File: src/design/qsu_pkg.sv
package qsu_pkg;

    // Width of the collected code point
    localparam int CP_W = 24;

    // Result kinds, carried on tuser
    typedef enum logic [1:0] {
        K_BYTE = 2'd0,
        K_END  = 2'd1,
        K_ERR  = 2'd2
    } t_kind;

    // Error codes
    localparam logic [1:0] E_NO_QUOTE = 2'd0;
    localparam logic [1:0] E_BAD_ESC  = 2'd1;
    localparam logic [1:0] E_UNTERM   = 2'd2;
    localparam logic [1:0] E_BAD_CP   = 2'd3;

    // One queued command: up to four UTF-8 bytes, then an optional tail result
    typedef struct packed {
        logic [2:0]      cp_len;
        logic [3:0][7:0] cp_bytes;
        logic            tail_vld;
        t_kind           tail_kind;
        logic [7:0]      tail_data;
        logic [1:0]      tail_err;
    } t_cmd;

    // One result beat
    typedef struct packed {
        t_kind      kind;
        logic [7:0] data;
        logic [1:0] err;
        logic       last;
    } t_res;

endpackage

File: src/design/quoted_string_unescape_utf8.sv
// Unescapes one double-quoted string per run from a byte stream. Send bytes on
// the slave side; results leave on the master side as content bytes
// (tuser 0), an end beat at the closing quote (tuser 1) or an error beat
// (tuser 2, code in tdata[9:8]), with tlast on the final beat that each
// input byte causes. Input is taken at one byte per cycle while the queue has
// room; a \u+ or \U+ escape expands into up to five result beats, which the
// back end sends one per cycle while the output is ready, so a run of such
// escapes holds the input off once the command queue of FIFO_DEPTH entries
// fills. A result reaches the output via the command queue and output register.
module quoted_string_unescape_utf8 #(
    parameter int MAX_HEX_DIGITS = 6,
    parameter int FIFO_DEPTH     = 4
) (
    input  logic        i_clk,
    input  logic        i_rst_n,
    input  logic        i_s_tvalid,
    output logic        o_s_tready,
    input  logic [7:0]  i_s_tdata,   // [7:0] in_byte
    output logic        o_m_tvalid,
    input  logic        i_m_tready,
    output logic [15:0] o_m_tdata,   // [7:0] out_byte, [9:8] error_code
    output logic [1:0]  o_m_tuser,   // [1:0] kind
    output logic        o_m_tlast
);

    qsu_pkg::t_cmd push_cmd, head_cmd;
    qsu_pkg::t_res res;
    logic          push, pop, full, head_vld;

    qsu_front #(
        .MAX_HEX_DIGITS(MAX_HEX_DIGITS)
    ) u_front (
        .i_clk  (i_clk),
        .i_rst_n(i_rst_n),
        .i_vld  (i_s_tvalid),
        .i_data (i_s_tdata),
        .i_full (full),
        .o_rdy  (o_s_tready),
        .o_push (push),
        .o_cmd  (push_cmd)
    );

    qsu_fifo #(
        .DEPTH(FIFO_DEPTH)
    ) u_fifo (
        .i_clk  (i_clk),
        .i_rst_n(i_rst_n),
        .i_push (push),
        .i_cmd  (push_cmd),
        .i_pop  (pop),
        .o_full (full),
        .o_vld  (head_vld),
        .o_cmd  (head_cmd)
    );

    qsu_back u_back (
        .i_clk  (i_clk),
        .i_rst_n(i_rst_n),
        .i_vld  (head_vld),
        .i_cmd  (head_cmd),
        .o_pop  (pop),
        .o_vld  (o_m_tvalid),
        .i_rdy  (i_m_tready),
        .o_res  (res)
    );

    // Pack the result beat
    assign o_m_tdata = {6'd0, res.err, res.data};
    assign o_m_tuser = res.kind;
    assign o_m_tlast = res.last;

endmodule

File: src/design/qsu_front.sv
module qsu_front #(
    parameter int MAX_HEX_DIGITS = 6
) (
    input  logic          i_clk,
    input  logic          i_rst_n,
    input  logic          i_vld,
    input  logic [7:0]    i_data,
    input  logic          i_full,
    output logic          o_rdy,
    output logic          o_push,
    output qsu_pkg::t_cmd o_cmd
);

    localparam int CW = $clog2(MAX_HEX_DIGITS + 1);

    typedef enum logic [2:0] {
        M_WAIT = 3'd0,
        M_BODY = 3'd1,
        M_ESC  = 3'd2,
        M_PLUS = 3'd3,
        M_HEX  = 3'd4
    } t_mode;

    typedef struct packed {
        logic           vld;
        qsu_pkg::t_kind kind;
        logic [7:0]     data;
        logic [1:0]     err;
        t_mode          mode;
    } t_body;

    // Hex digit value, bit 4 flags a digit
    function automatic logic [4:0] hex_value(input logic [7:0] c);
        logic [4:0] r;
        r = 5'd0;
        if (c >= 8'h30 && c <= 8'h39)      r = {1'b1, 4'(c - 8'h30)};
        else if (c >= 8'h61 && c <= 8'h66) r = {1'b1, 4'(c - 8'h57)};
        else if (c >= 8'h41 && c <= 8'h46) r = {1'b1, 4'(c - 8'h37)};
        return r;
    endfunction

    function automatic logic cp_ok(input logic [qsu_pkg::CP_W-1:0] cp);
        logic r;
        r = 1'b1;
        if (cp > 24'h10FFFF)                      r = 1'b0;
        if (cp >= 24'h00D800 && cp <= 24'h00DFFF) r = 1'b0;
        if (cp >= 24'h00FDD0 && cp <= 24'h00FDEF) r = 1'b0;
        if (cp[15:1] == 15'h7FFF)                 r = 1'b0;
        return r;
    endfunction

    // Length in the top bits, bytes in emission order below
    function automatic logic [34:0] utf8_enc(input logic [qsu_pkg::CP_W-1:0] cp);
        logic [3:0][7:0] b;
        logic [2:0]      n;
        b = '0;
        if (cp >= 24'h010000) begin
            n    = 3'd4;
            b[0] = {5'b11110, cp[20:18]};
            b[1] = {2'b10, cp[17:12]};
            b[2] = {2'b10, cp[11:6]};
            b[3] = {2'b10, cp[5:0]};
        end else if (cp >= 24'h000800) begin
            n    = 3'd3;
            b[0] = {4'b1110, cp[15:12]};
            b[1] = {2'b10, cp[11:6]};
            b[2] = {2'b10, cp[5:0]};
        end else if (cp >= 24'h000080) begin
            n    = 3'd2;
            b[0] = {3'b110, cp[10:6]};
            b[1] = {2'b10, cp[5:0]};
        end else begin
            n    = 3'd1;
            b[0] = cp[7:0];
        end
        return {n, b};
    endfunction

    // A byte inside the string body
    function automatic t_body body_byte(input logic [7:0] c);
        t_body r;
        r = '{vld: 1'b0, kind: qsu_pkg::K_BYTE, data: 8'd0, err: 2'd0, mode: M_BODY};
        if (c == 8'h22) begin
            r.vld  = 1'b1;
            r.kind = qsu_pkg::K_END;
            r.mode = M_WAIT;
        end else if (c == 8'h00) begin
            r.vld  = 1'b1;
            r.kind = qsu_pkg::K_ERR;
            r.err  = qsu_pkg::E_UNTERM;
            r.mode = M_WAIT;
        end else if (c == 8'h5C) begin
            r.mode = M_ESC;
        end else begin
            r.vld  = 1'b1;
            r.data = c;
        end
        return r;
    endfunction

    t_mode                   r_mode, n_mode;
    logic [qsu_pkg::CP_W-1:0] r_acc, n_acc;
    logic [CW-1:0]           r_cnt, n_cnt;
    qsu_pkg::t_cmd           cmd;
    logic                    accept;

    logic [4:0]              hv;
    logic [qsu_pkg::CP_W-1:0] acc_sh;
    logic [34:0]             enc;
    t_body                   bb;

    assign o_rdy  = !i_full;
    assign accept = i_vld && o_rdy;

    assign hv     = hex_value(i_data);
    assign acc_sh = {r_acc[qsu_pkg::CP_W-5:0], hv[3:0]};
    assign bb     = body_byte(i_data);

    // Finish on the shifted value when the digit run fills up, else on the held one
    assign enc = utf8_enc((hv[4] && r_cnt == CW'(MAX_HEX_DIGITS - 1)) ? acc_sh : r_acc);

    // Classify the byte against the parse mode
    always_comb begin
        n_mode = r_mode;
        n_acc  = r_acc;
        n_cnt  = r_cnt;
        cmd    = '0;
        unique case (r_mode)
            M_BODY: begin
                n_mode        = bb.mode;
                cmd.tail_vld  = bb.vld;
                cmd.tail_kind = bb.kind;
                cmd.tail_data = bb.data;
                cmd.tail_err  = bb.err;
            end
            M_ESC: begin
                n_mode       = M_BODY;
                cmd.tail_vld = 1'b1;
                case (i_data)
                    8'h62: cmd.tail_data = 8'h08;
                    8'h74: cmd.tail_data = 8'h09;
                    8'h6E: cmd.tail_data = 8'h0A;
                    8'h72: cmd.tail_data = 8'h0D;
                    8'h5C: cmd.tail_data = 8'h5C;
                    8'h22: cmd.tail_data = 8'h22;
                    8'h75, 8'h55: begin
                        cmd.tail_vld = 1'b0;
                        n_mode       = M_PLUS;
                    end
                    default: begin
                        cmd.tail_kind = qsu_pkg::K_ERR;
                        cmd.tail_err  = qsu_pkg::E_BAD_ESC;
                        n_mode        = M_WAIT;
                    end
                endcase
            end
            M_PLUS: begin
                if (i_data == 8'h2B) begin
                    n_acc  = '0;
                    n_cnt  = '0;
                    n_mode = M_HEX;
                end else begin
                    cmd.tail_vld  = 1'b1;
                    cmd.tail_kind = qsu_pkg::K_ERR;
                    cmd.tail_err  = qsu_pkg::E_BAD_ESC;
                    n_mode        = M_WAIT;
                end
            end
            M_HEX: begin
                if (hv[4] && r_cnt != CW'(MAX_HEX_DIGITS - 1)) begin
                    // Collect one more digit
                    n_acc = acc_sh;
                    n_cnt = r_cnt + CW'(1);
                end else begin
                    // Run ends: check the code point and expand it
                    n_acc = '0;
                    n_cnt = '0;
                    if (!cp_ok(hv[4] ? acc_sh : r_acc)) begin
                        cmd.tail_vld  = 1'b1;
                        cmd.tail_kind = qsu_pkg::K_ERR;
                        cmd.tail_err  = qsu_pkg::E_BAD_CP;
                        n_mode        = M_WAIT;
                    end else begin
                        cmd.cp_len   = enc[34:32];
                        cmd.cp_bytes = enc[31:0];
                        n_mode       = M_BODY;
                        if (!hv[4]) begin
                            // Terminating byte is then a body byte
                            n_mode        = bb.mode;
                            cmd.tail_vld  = bb.vld;
                            cmd.tail_kind = bb.kind;
                            cmd.tail_data = bb.data;
                            cmd.tail_err  = bb.err;
                        end
                    end
                end
            end
            default: begin
                if (i_data == 8'h22) begin
                    n_mode = M_BODY;
                end else begin
                    cmd.tail_vld  = 1'b1;
                    cmd.tail_kind = qsu_pkg::K_ERR;
                    cmd.tail_err  = qsu_pkg::E_NO_QUOTE;
                    n_mode        = M_WAIT;
                end
            end
        endcase
    end

    assign o_cmd  = cmd;
    assign o_push = accept && (cmd.tail_vld || cmd.cp_len != 3'd0);

    // Hold parse state, advance on each accepted beat
    always_ff @(posedge i_clk) begin
        if (!i_rst_n) begin
            r_mode <= M_WAIT;
            r_acc  <= '0;
            r_cnt  <= '0;
        end else if (accept) begin
            r_mode <= n_mode;
            r_acc  <= n_acc;
            r_cnt  <= n_cnt;
        end
    end

    a_cnt_range: assert property (@(posedge i_clk) disable iff (!i_rst_n)
        r_mode == M_HEX |-> r_cnt < CW'(MAX_HEX_DIGITS))
        else $error("hex digit count beyond limit");

endmodule

File: src/design/qsu_fifo.sv
module qsu_fifo #(
    parameter int DEPTH = 4
) (
    input  logic          i_clk,
    input  logic          i_rst_n,
    input  logic          i_push,
    input  qsu_pkg::t_cmd i_cmd,
    input  logic          i_pop,
    output logic          o_full,
    output logic          o_vld,
    output qsu_pkg::t_cmd o_cmd
);

    localparam int AW = (DEPTH > 1) ? $clog2(DEPTH) : 1;
    localparam int NW = $clog2(DEPTH + 1);

    qsu_pkg::t_cmd r_mem [DEPTH];
    logic [AW-1:0] r_wr, r_rd;
    logic [NW-1:0] r_cnt;

    assign o_full = (r_cnt == NW'(DEPTH));
    assign o_vld  = (r_cnt != '0);
    assign o_cmd  = r_mem[r_rd];

    // Store entries
    always_ff @(posedge i_clk) begin
        if (i_push) begin
            r_mem[r_wr] <= i_cmd;
        end
    end

    // Advance pointers and fill count
    always_ff @(posedge i_clk) begin
        if (!i_rst_n) begin
            r_wr  <= '0;
            r_rd  <= '0;
            r_cnt <= '0;
        end else begin
            if (i_push) begin
                r_wr <= (r_wr == AW'(DEPTH - 1)) ? '0 : r_wr + AW'(1);
            end
            if (i_pop) begin
                r_rd <= (r_rd == AW'(DEPTH - 1)) ? '0 : r_rd + AW'(1);
            end
            if (i_push && !i_pop) begin
                r_cnt <= r_cnt + NW'(1);
            end else if (!i_push && i_pop) begin
                r_cnt <= r_cnt - NW'(1);
            end
        end
    end

    a_no_overflow: assert property (@(posedge i_clk) disable iff (!i_rst_n)
        o_full |-> !i_push)
        else $error("push into full command queue");

    a_no_underflow: assert property (@(posedge i_clk) disable iff (!i_rst_n)
        !o_vld |-> !i_pop)
        else $error("pop from empty command queue");

    a_cnt_bound: assert property (@(posedge i_clk) disable iff (!i_rst_n)
        r_cnt <= NW'(DEPTH))
        else $error("command queue count out of range");

endmodule

File: src/design/qsu_back.sv
module qsu_back (
    input  logic          i_clk,
    input  logic          i_rst_n,
    input  logic          i_vld,
    input  qsu_pkg::t_cmd i_cmd,
    output logic          o_pop,
    output logic          o_vld,
    input  logic          i_rdy,
    output qsu_pkg::t_res o_res
);

    logic [2:0]    r_idx;
    logic          r_out_vld;
    qsu_pkg::t_res r_res;
    qsu_pkg::t_res cur;
    logic [2:0]    total;
    logic          load;

    // Pick the result at the current position in the head command
    assign total = i_cmd.cp_len + {2'b00, i_cmd.tail_vld};

    always_comb begin
        cur.last = (r_idx == total - 3'd1);
        if (r_idx < i_cmd.cp_len) begin
            cur.kind = qsu_pkg::K_BYTE;
            cur.data = i_cmd.cp_bytes[r_idx[1:0]];
            cur.err  = 2'd0;
        end else begin
            cur.kind = i_cmd.tail_kind;
            cur.data = i_cmd.tail_data;
            cur.err  = i_cmd.tail_err;
        end
    end

    assign load  = i_vld && (!r_out_vld || i_rdy);
    assign o_pop = load && cur.last;
    assign o_vld = r_out_vld;
    assign o_res = r_res;

    // Step through results, hold the output beat until taken
    always_ff @(posedge i_clk) begin
        if (!i_rst_n) begin
            r_idx     <= '0;
            r_out_vld <= 1'b0;
        end else begin
            if (load) begin
                r_idx     <= cur.last ? 3'd0 : r_idx + 3'd1;
                r_out_vld <= 1'b1;
            end else if (i_rdy) begin
                r_out_vld <= 1'b0;
            end
        end
    end

    always_ff @(posedge i_clk) begin
        if (load) begin
            r_res <= cur;
        end
    end

    a_pop_marks_last: assert property (@(posedge i_clk) disable iff (!i_rst_n)
        o_pop |=> (r_out_vld && r_res.last && r_idx == 3'd0))
        else $error("command retired without a final beat");

    a_idx_in_cmd: assert property (@(posedge i_clk) disable iff (!i_rst_n)
        i_vld |-> r_idx < total)
        else $error("result position beyond command");

endmodule
File: config.mk
export PLATFORM = sky130hd
export DESIGN_NAME = quoted_string_unescape_utf8
export DESIGN_NICKNAME = d
export VERILOG_FILES = /design/src/design/qsu_pkg.sv /design/src/design/quoted_string_unescape_utf8.sv /design/src/design/qsu_front.sv /design/src/design/qsu_fifo.sv /design/src/design/qsu_back.sv
export SDC_FILE = /design/constraint.sdc
export NUM_CORES = 1
export LEC_CHECK = 0
export BUFFER_PORTS_ARGS = -buffer_cell sky130_fd_sc_hd__buf_2
export CORE_AREA = 2 2 168 170
export DETAILED_ROUTE_END_ITERATION = 8
export DIE_AREA = 0 0 170 172
export GPL_TIMING_DRIVEN = 0
export PLACE_DENSITY = 0.56
export REMOVE_ABC_BUFFERS = 1
export SETUP_SLACK_MARGIN = 0.15
export SLEW_MARGIN = 20
export SYNTH_ARGS = -nofsm -noshare
export SYNTH_HDL_FRONTEND = slang
export SYNTH_SLANG_ARGS = --single-unit
File: constraint.sdc
create_clock -name i_clk -period 5.4 [get_ports i_clk]
set_clock_uncertainty 0.15 [all_clocks]
set_input_delay 0.54 -clock i_clk [delete_from_list [all_inputs] [get_ports i_clk]]
set_output_delay 0.54 -clock i_clk [all_outputs]
set_load 0.01 [all_outputs]
==> flow_metrics.py, run 1 <==
metrics = {
    "place": {
        "gp_congestion": 0.838,
        "io_buffers": 26,
        "hpwlAfterDp_um": 14700,
    },
    "timing": {
        "final_max_slew_viol_count": 0,
        "hold_viol": 0,
        "worst_slew_pin_slew_ps": 871,
        "finalCritPeriodShare_pct": 79.3,
        "fin_tns_setup_ps": 0,
        "slew_headroom_pct": 41.8,
        "min_period_ps": 4280,
        "max_freq_mhz": 234,
        "rsz0062_at_grt": "false",
        "setup_viol": 0,
    },
    "run_status": {
        "outcome": "finished clean",
    },
    "cells_and_area": {
        "fin_nets": 830,
        "layout_common_cells": "edfxtp_1, nand2_1, mux4_2, nor2_1, dfxtp_1",
        "multi_input_area_um2": 4070,
        "drive_above_1_share_pct": 17.6,
        "area_growth_pct": 11.0,
        "num-fill-cells": 2528,
        "n_antenna_cell": 0,
        "ff_latch_area_um2": 6540,
        "final_common_cell": "edfxtp_1",
    },
    "worst_setup_path": {
        "worstPathCellList": "buf_12 -> mux4_2 -> inv_1 -> ha_1 -> ha_1 -> xnor2_1 -> nor3_1 -> nand2_1 -> ha_1 -> inv_1 -> fa_1 -> xor2_1 -> or3_1 -> a21boi_0",
        "rrSetupSlack_ps": 1120,
        "cp-end-kind": "register",
        "worst_setup_path_start_kind": "register",
        "cp_max_fo": 23,
        "cpPeakStageDelay_ps": 650,
        "critPathArrivalTime_ps": 4580,
        "cp.required_ps": 5700,
        "path_class": "register to register",
        "cp_common_cell": "ha_1",
        "critPathSlowestCell": "dfxtp_4",
    },
    "synthesis": {
        "synth_seq_cells": 232,
        "synth.avg_cell_area_um2": 13.7,
        "synth_edf_count": 189,
        "seq_area_frac_synth_pct": 60.2,
        "syn_area_um2": 10900,
        "ys_async_sr_fraction_pct": 0,
        "postSynthCellCount": 791,
        "ys_warn_count": 0,
        "ys.flop_type": "edfxtp_1",
        "synth_cell_types": 69,
    },
    "clocking": {
        "post_cts_resized": 0,
        "hold_buffers": 0,
        "root_buffer": "clkbuf_16",
        "clk_pin_slew_ps": 60,
        "cts_tree": "done",
        "insertion_delay_ps": 520,
        "cts_max_level": 1,
        "cts.path.max_buffers": 3,
        "numCtsBuffers": 26,
        "cts_setup_buffers": 0,
        "cts_sinks": 232,
    },
    "min_path": {
        "hold_path_class": "input port to register",
    },
    "routing": {
        "routedWlPerCell_um": 20.2,
        "firstDrtPassIters": 5,
        "initialDrtViolationCount": 526,
        "viasPerCell": 5.60,
        "drc": 0,
        "postRouteAntennaNets": 0,
        "wirelength_um": 23500,
        "vias": 6527,
    },
    "floorplan": {
        "fp.dieW_um": 170,
        "die_height_um": 172,
        "core_area_um2": 27500,
        "rows": 61,
        "io_pins": 33,
        "start_util_pct": 39.5,
        "dieArea_um2": 29200,
    },
    "global_routing": {
        "grt-ovfl-total": 0,
        "grt_pass1_wl_um": 37900,
        "antenna_found_initial": 0,
        "grt_usage_pct": 16.7,
        "grt_pass1_vias": 6588,
        "grt_max_degree": 45,
    },
    "pwr": {
        "power.total_mw": 4.96,
        "power.leakage_nw": 3.86,
        "ir_worst_vdd_v": 0.000232,
        "power_density_nw_per_um2": 411,
    },
    "run": {
        "drv_cap": 0,
    },
}
layout make-up:
cell class,instances,area share [%]
Tap cell,346,3.59
Clock buffer,36,5.88
Timing Repair Buffer,32,1.65
Clock inverter,11,0.456
Inverter,14,0.436
Sequential cell,232,54.3
Multi-Input combinational cell,494,33.7
kinds of logic after synthesis:
kind of cell	after synthesis	synth area share, %
AOI/OAI and AO/OA	134	8.63
xor gates and xnor gates	8	0.645
adders and majority gates	18	2.14
buffers and inverters	70	2.89
DFF	232	60.2
muxes	81	13.5
other	1	0.0345
and+or+nand+nor	247	12.0
critical path: cells and delay by family, from the launching register on:
kind | cells | cell delay [ps]
flip-flops | 1 | 650
AO/OA/AOI/OAI | 1 | 150
XOR/XNOR | 2 | 190
AND/OR/NAND/NOR | 3 | 1160
multiplexers | 1 | 540
adder cells (fa/ha/maj) | 4 | 880
buffers and inverters | 3 | 470
cells in the mapped netlist, types with 5 or more instances:
| cell | instances | share of area, % |
|---|---|---|
| a31oi_1 | 5 | 0.29 |
| ha_1 | 17 | 2.0 |
| a22oi_1 | 25 | 1.7 |
| and2_1 | 14 | 0.81 |
| dfxtp_1 | 43 | 7.9 |
| buf_2 | 8 | 0.37 |
| clkbuf_1 | 32 | 1.1 |
| nand2_1 | 62 | 2.1 |
| mux2i_1 | 21 | 1.9 |
| o21ai_0 | 23 | 1.1 |
| inv_1 | 14 | 0.48 |
| edfxtp_1 | 189 | 52 |
| xnor2_1 | 6 | 0.48 |
| nor2_1 | 42 | 1.5 |
| mux4_2 | 51 | 11 |
| nor2b_1 | 37 | 2.1 |
| mux2_2 | 8 | 0.83 |
| nand2b_1 | 9 | 0.52 |
| nand4_1 | 5 | 0.29 |
| nor4_1 | 6 | 0.35 |
| nand3_1 | 18 | 0.83 |
| nor3_1 | 22 | 1.0 |
| a211oi_1 | 6 | 0.41 |
| buf_1 | 7 | 0.24 |
| o22a_1 | 6 | 0.48 |
| o21a_1 | 7 | 0.48 |
| and3_1 | 5 | 0.29 |
| buf_4 | 7 | 0.48 |
| a21oi_1 | 25 | 1.2 |
state kept, by name, summed over array words and instances (netlist names), named ones only:
register,flops
u_fifo.r_wr,2
u_front.r_cnt,3
u_fifo.r_mem,176
u_back.r_idx,3
u_back.o_vld,1
u_fifo.r_rd,2
u_back.o_res,13
u_fifo.r_cnt,3
u_front.r_acc,24
u_front.r_mode,3
report_power, final:
group          switching (mW)  internal, mW  total [mW]
sequential              0.137          2.21        2.35
clock                   0.676         0.914        1.59
combinational           0.520         0.498        1.02
per-layer routing:
| layer | track usage [%] | wire, µm |
|---|---|---|
| met5 | 0 | 0 |
| met4 | 4.24 | 406 |
| met1 | 23.5 | 10900 |
| met3 | 1.63 | 807 |
| met2 | 28.1 | 11400 |
final timing paths:
| path | start | endpoint | cells after the start |
|---|---|---|---|
| setup reg to reg | register | u_fifo.r_cnt[2]$_SDFFE_PN0P_ | 14 |
| hold / removal | i_m_tready | u_back.o_vld$_SDFFE_PN0P_ | 4 |
| hold reg to reg | u_back.o_vld$_SDFFE_PN0P_ | u_back.o_vld$_SDFFE_PN0P_ | 2 |
| setup / recovery | register | u_fifo.r_cnt[2]$_SDFFE_PN0P_ | 14 |
stage by stage:
step / hold WS, ps / area, µm² / util [%] / instances / setup slack, ps
final: 149 / 12100 / 43.9 / 1165 / 1120
after floorplan: 319 / 10600 / - / 740 / 518
after global placement: 319 / 11200 / 40.7 / 1112 / -1030
after global routing: 188 / 12100 / 43.9 / 1165 / 694
after detailed placement: 326 / 11300 / 41.1 / 1118 / 764
after CTS: 132 / 12100 / 43.9 / 1165 / 1020
(Power assumes the default switching activity.)
==> run 2, diff against run 1 <==
--- a/config.mk
+++ b/config.mk
@@ -10,7 +10,7 @@
 export DETAILED_ROUTE_END_ITERATION = 8
 export DIE_AREA = 0 0 170 172
 export GPL_TIMING_DRIVEN = 0
-export PLACE_DENSITY = 0.56
+export PLACE_DENSITY = 0.58
 export REMOVE_ABC_BUFFERS = 1
 export SETUP_SLACK_MARGIN = 0.15
 export SLEW_MARGIN = 20
==> constraint.sdc (replaced) <==
create_clock -name i_clk -period 3.4 [get_ports i_clk]
set_clock_uncertainty 0.15 [all_clocks]
set_input_delay 0.34 -clock i_clk [delete_from_list [all_inputs] [get_ports i_clk]]
set_output_delay 0.34 -clock i_clk [all_outputs]
set_load 0.01 [all_outputs]
==> run 2 against run 1 <==
Combinational power up 99%. Fmax grew 31%. Sequential share of layout area down 2.3 points. Power up 65%. Non-clock buffer count is 23 higher. First-iteration DRC count is 0.95% lower. Core utilization up 2.0 points. Cell count increased by 2.2%. Clock power grew 57%. Die area unchanged. Sequential cell count stayed put.
==> flow_metrics.py, run 2 (synthesis results as in run 1) <==
metrics = {
    "run_status": {
        "outcome": "finished clean",
    },
    "cells_and_area": {
        "largest-register": "u_fifo.r_mem",
        "largest_reg_flops": 176,
        "final_common_cell": "edfxtp_1",
        "fin_cells": 1191,
        "layout_common_cells": "edfxtp_1, nand2_1, mux4_2, dfxtp_1, nor2_1",
        "fin_nets": 856,
        "utilization_pct": 45.9,
        "n_antenna_cell": 0,
        "num-fill-cells": 2442,
        "drive_above_1_share_pct": 25.0,
        "area_growth_pct": 16.1,
    },
    "routing": {
        "routedWlPerCell_um": 21.1,
        "drc": 0,
        "wirelength_um": 25100,
        "viasPerCell": 5.64,
        "firstDrtPassIters": 7,
        "vias": 6717,
        "postRouteAntennaNets": 0,
        "initialDrtViolationCount": 521,
    },
    "floorplan": {
        "core_area_um2": 27500,
        "dieArea_um2": 29200,
        "io_pins": 33,
        "start_util_pct": 39.5,
        "fp.dieW_um": 170,
        "die_height_um": 172,
        "rows": 61,
    },
    "timing": {
        "setup_viol": 0,
        "fin_tns_setup_ps": 0,
        "hold_viol": 0,
        "worst_slew_pin_slew_ps": 868,
        "max_freq_mhz": 307,
        "finalCritPeriodShare_pct": 95.9,
        "final_max_slew_viol_count": 0,
        "layout_setup_ws_ps": 138,
        "min_period_ps": 3260,
        "slew_headroom_pct": 42.1,
        "hold_ws_ps": 226,
        "rsz0062_at_grt": "true",
    },
    "global_routing": {
        "grt_max_degree": 45,
        "grt_pass1_vias": 6565,
        "grt_pass1_wl_um": 39300,
        "grt-ovfl-total": 0,
        "grt_usage_pct": 17.6,
        "antenna_found_initial": 0,
    },
    "pwr": {
        "switching_power_mw": 2.25,
        "pwr-share-comb_pct": 24.8,
        "p_int_mw": 5.94,
        "power.leakage_nw": 4.03,
        "ir_worst_vdd_v": 0.000360,
        "swShare_pct": 27.4,
        "pwr-share-seq_pct": 44.7,
        "power_density_nw_per_um2": 650,
        "p_clk_share_pct": 30.5,
    },
    "worst_setup_path": {
        "critPathArrivalTime_ps": 3560,
        "cp.required_ps": 3700,
        "cp-end-kind": "register",
        "worst_setup_path_start_kind": "register",
        "path_class": "register to register",
        "cp_max_fo": 5,
    },
    "clocking": {
        "root_buffer": "clkbuf_16",
        "cts_max_level": 1,
        "cts_sinks": 232,
        "numCtsBuffers": 25,
        "insertion_delay_ps": 510,
        "cts.path.max_buffers": 3,
        "clk_pin_slew_ps": 60,
        "cts_tree": "done",
    },
    "run": {
        "drv_cap": 0,
    },
    "place": {
        "dp_cells": 1118,
        "gp_congestion": 0.882,
        "hpwlAfterDp_um": 14700,
        "io_buffers": 26,
        "pre_cts_ws_ps": -1010,
    },
    "min_path": {
        "hold_path_class": "input port to register",
    },
}
==> run 2: power groups by stage <==
stage / logic, mW / clock network (mW) / registers [mW]
global placement: 1.58 / 0 / 3.88
CTS: 1.99 / 2.56 / 3.67
finish: 2.03 / 2.50 / 3.66
floorplan: 1.07 / 0 / 3.82
global route: 2.21 / 2.68 / 3.70
detailed placement: 1.68 / 0 / 3.78
==> run 2: final timing paths <==
kind	slack (ps)	from	to	cells after the start
hold reg to reg	330	u_back.o_vld$_SDFFE_PN0P_	u_back.o_vld$_SDFFE_PN0P_	2
hold / removal	230	i_s_tdata[7]	u_fifo.r_mem[0][9]$_DFFE_PP_	2
setup / recovery	140	register	u_fifo.r_cnt[2]$_SDFFE_PN0P_	15
setup reg to reg	140	register	u_fifo.r_cnt[2]$_SDFFE_PN0P_	15
==> run 2: critical path, cell delays in order, from the launching register on <==
cell and delay (ps):
dfxtp_4 380, buf_16 110, mux4_2 530, inv_2 90, ha_4 130, ha_4 130, xnor2_2 70, xnor2_2 160
nor3_4 320, nand2_2 160, ha_4 230, inv_2 50, fa_2 180, xor2_1 70, or3_1 300, a21boi_1 110
==> run 2: final cells by class <==
| class | count | area (µm²) | share of cell area, % |
|---|---|---|---|
| clock buffer | 30 | 644 | 5.11 |
| sequential | 232 | 6540 | 51.9 |
| timing repair buffer | 55 | 443 | 3.51 |
| tap | 346 | 433 | 3.43 |
| multi-input combinational | 498 | 4380 | 34.7 |
| inverter | 14 | 52.6 | 0.417 |
| clock inverter | 16 | 111 | 0.883 |
==> run 2: timing repair <==
item,4_1_cts,5_1_grt
gates cloned,5,0
gates resized for setup,29,34
hold buffers,1,0
pin swaps,8,8
endpoints found under the setup margin,274,310
setup buffers,9,12
hold endpoints to repair,1,0
==> run 2: per-stage QoR <==
step	cell area, µm²	total power, mW
after floorplan	10600	4.90
after global placement	11200	5.45
after detailed placement	11300	5.46
after CTS	12400	8.22
after global routing	12600	8.58
final	12600	8.19
==> run 2: routing by layer <==
| metal | GRT usage, % | share of wire, % |
|---|---|---|
| met5 | 0 | 0 |
| met4 | 3.16 | 1.1 |
| met3 | 2.29 | 4.5 |
| met2 | 29.6 | 49 |
| met1 | 24.8 | 45 |
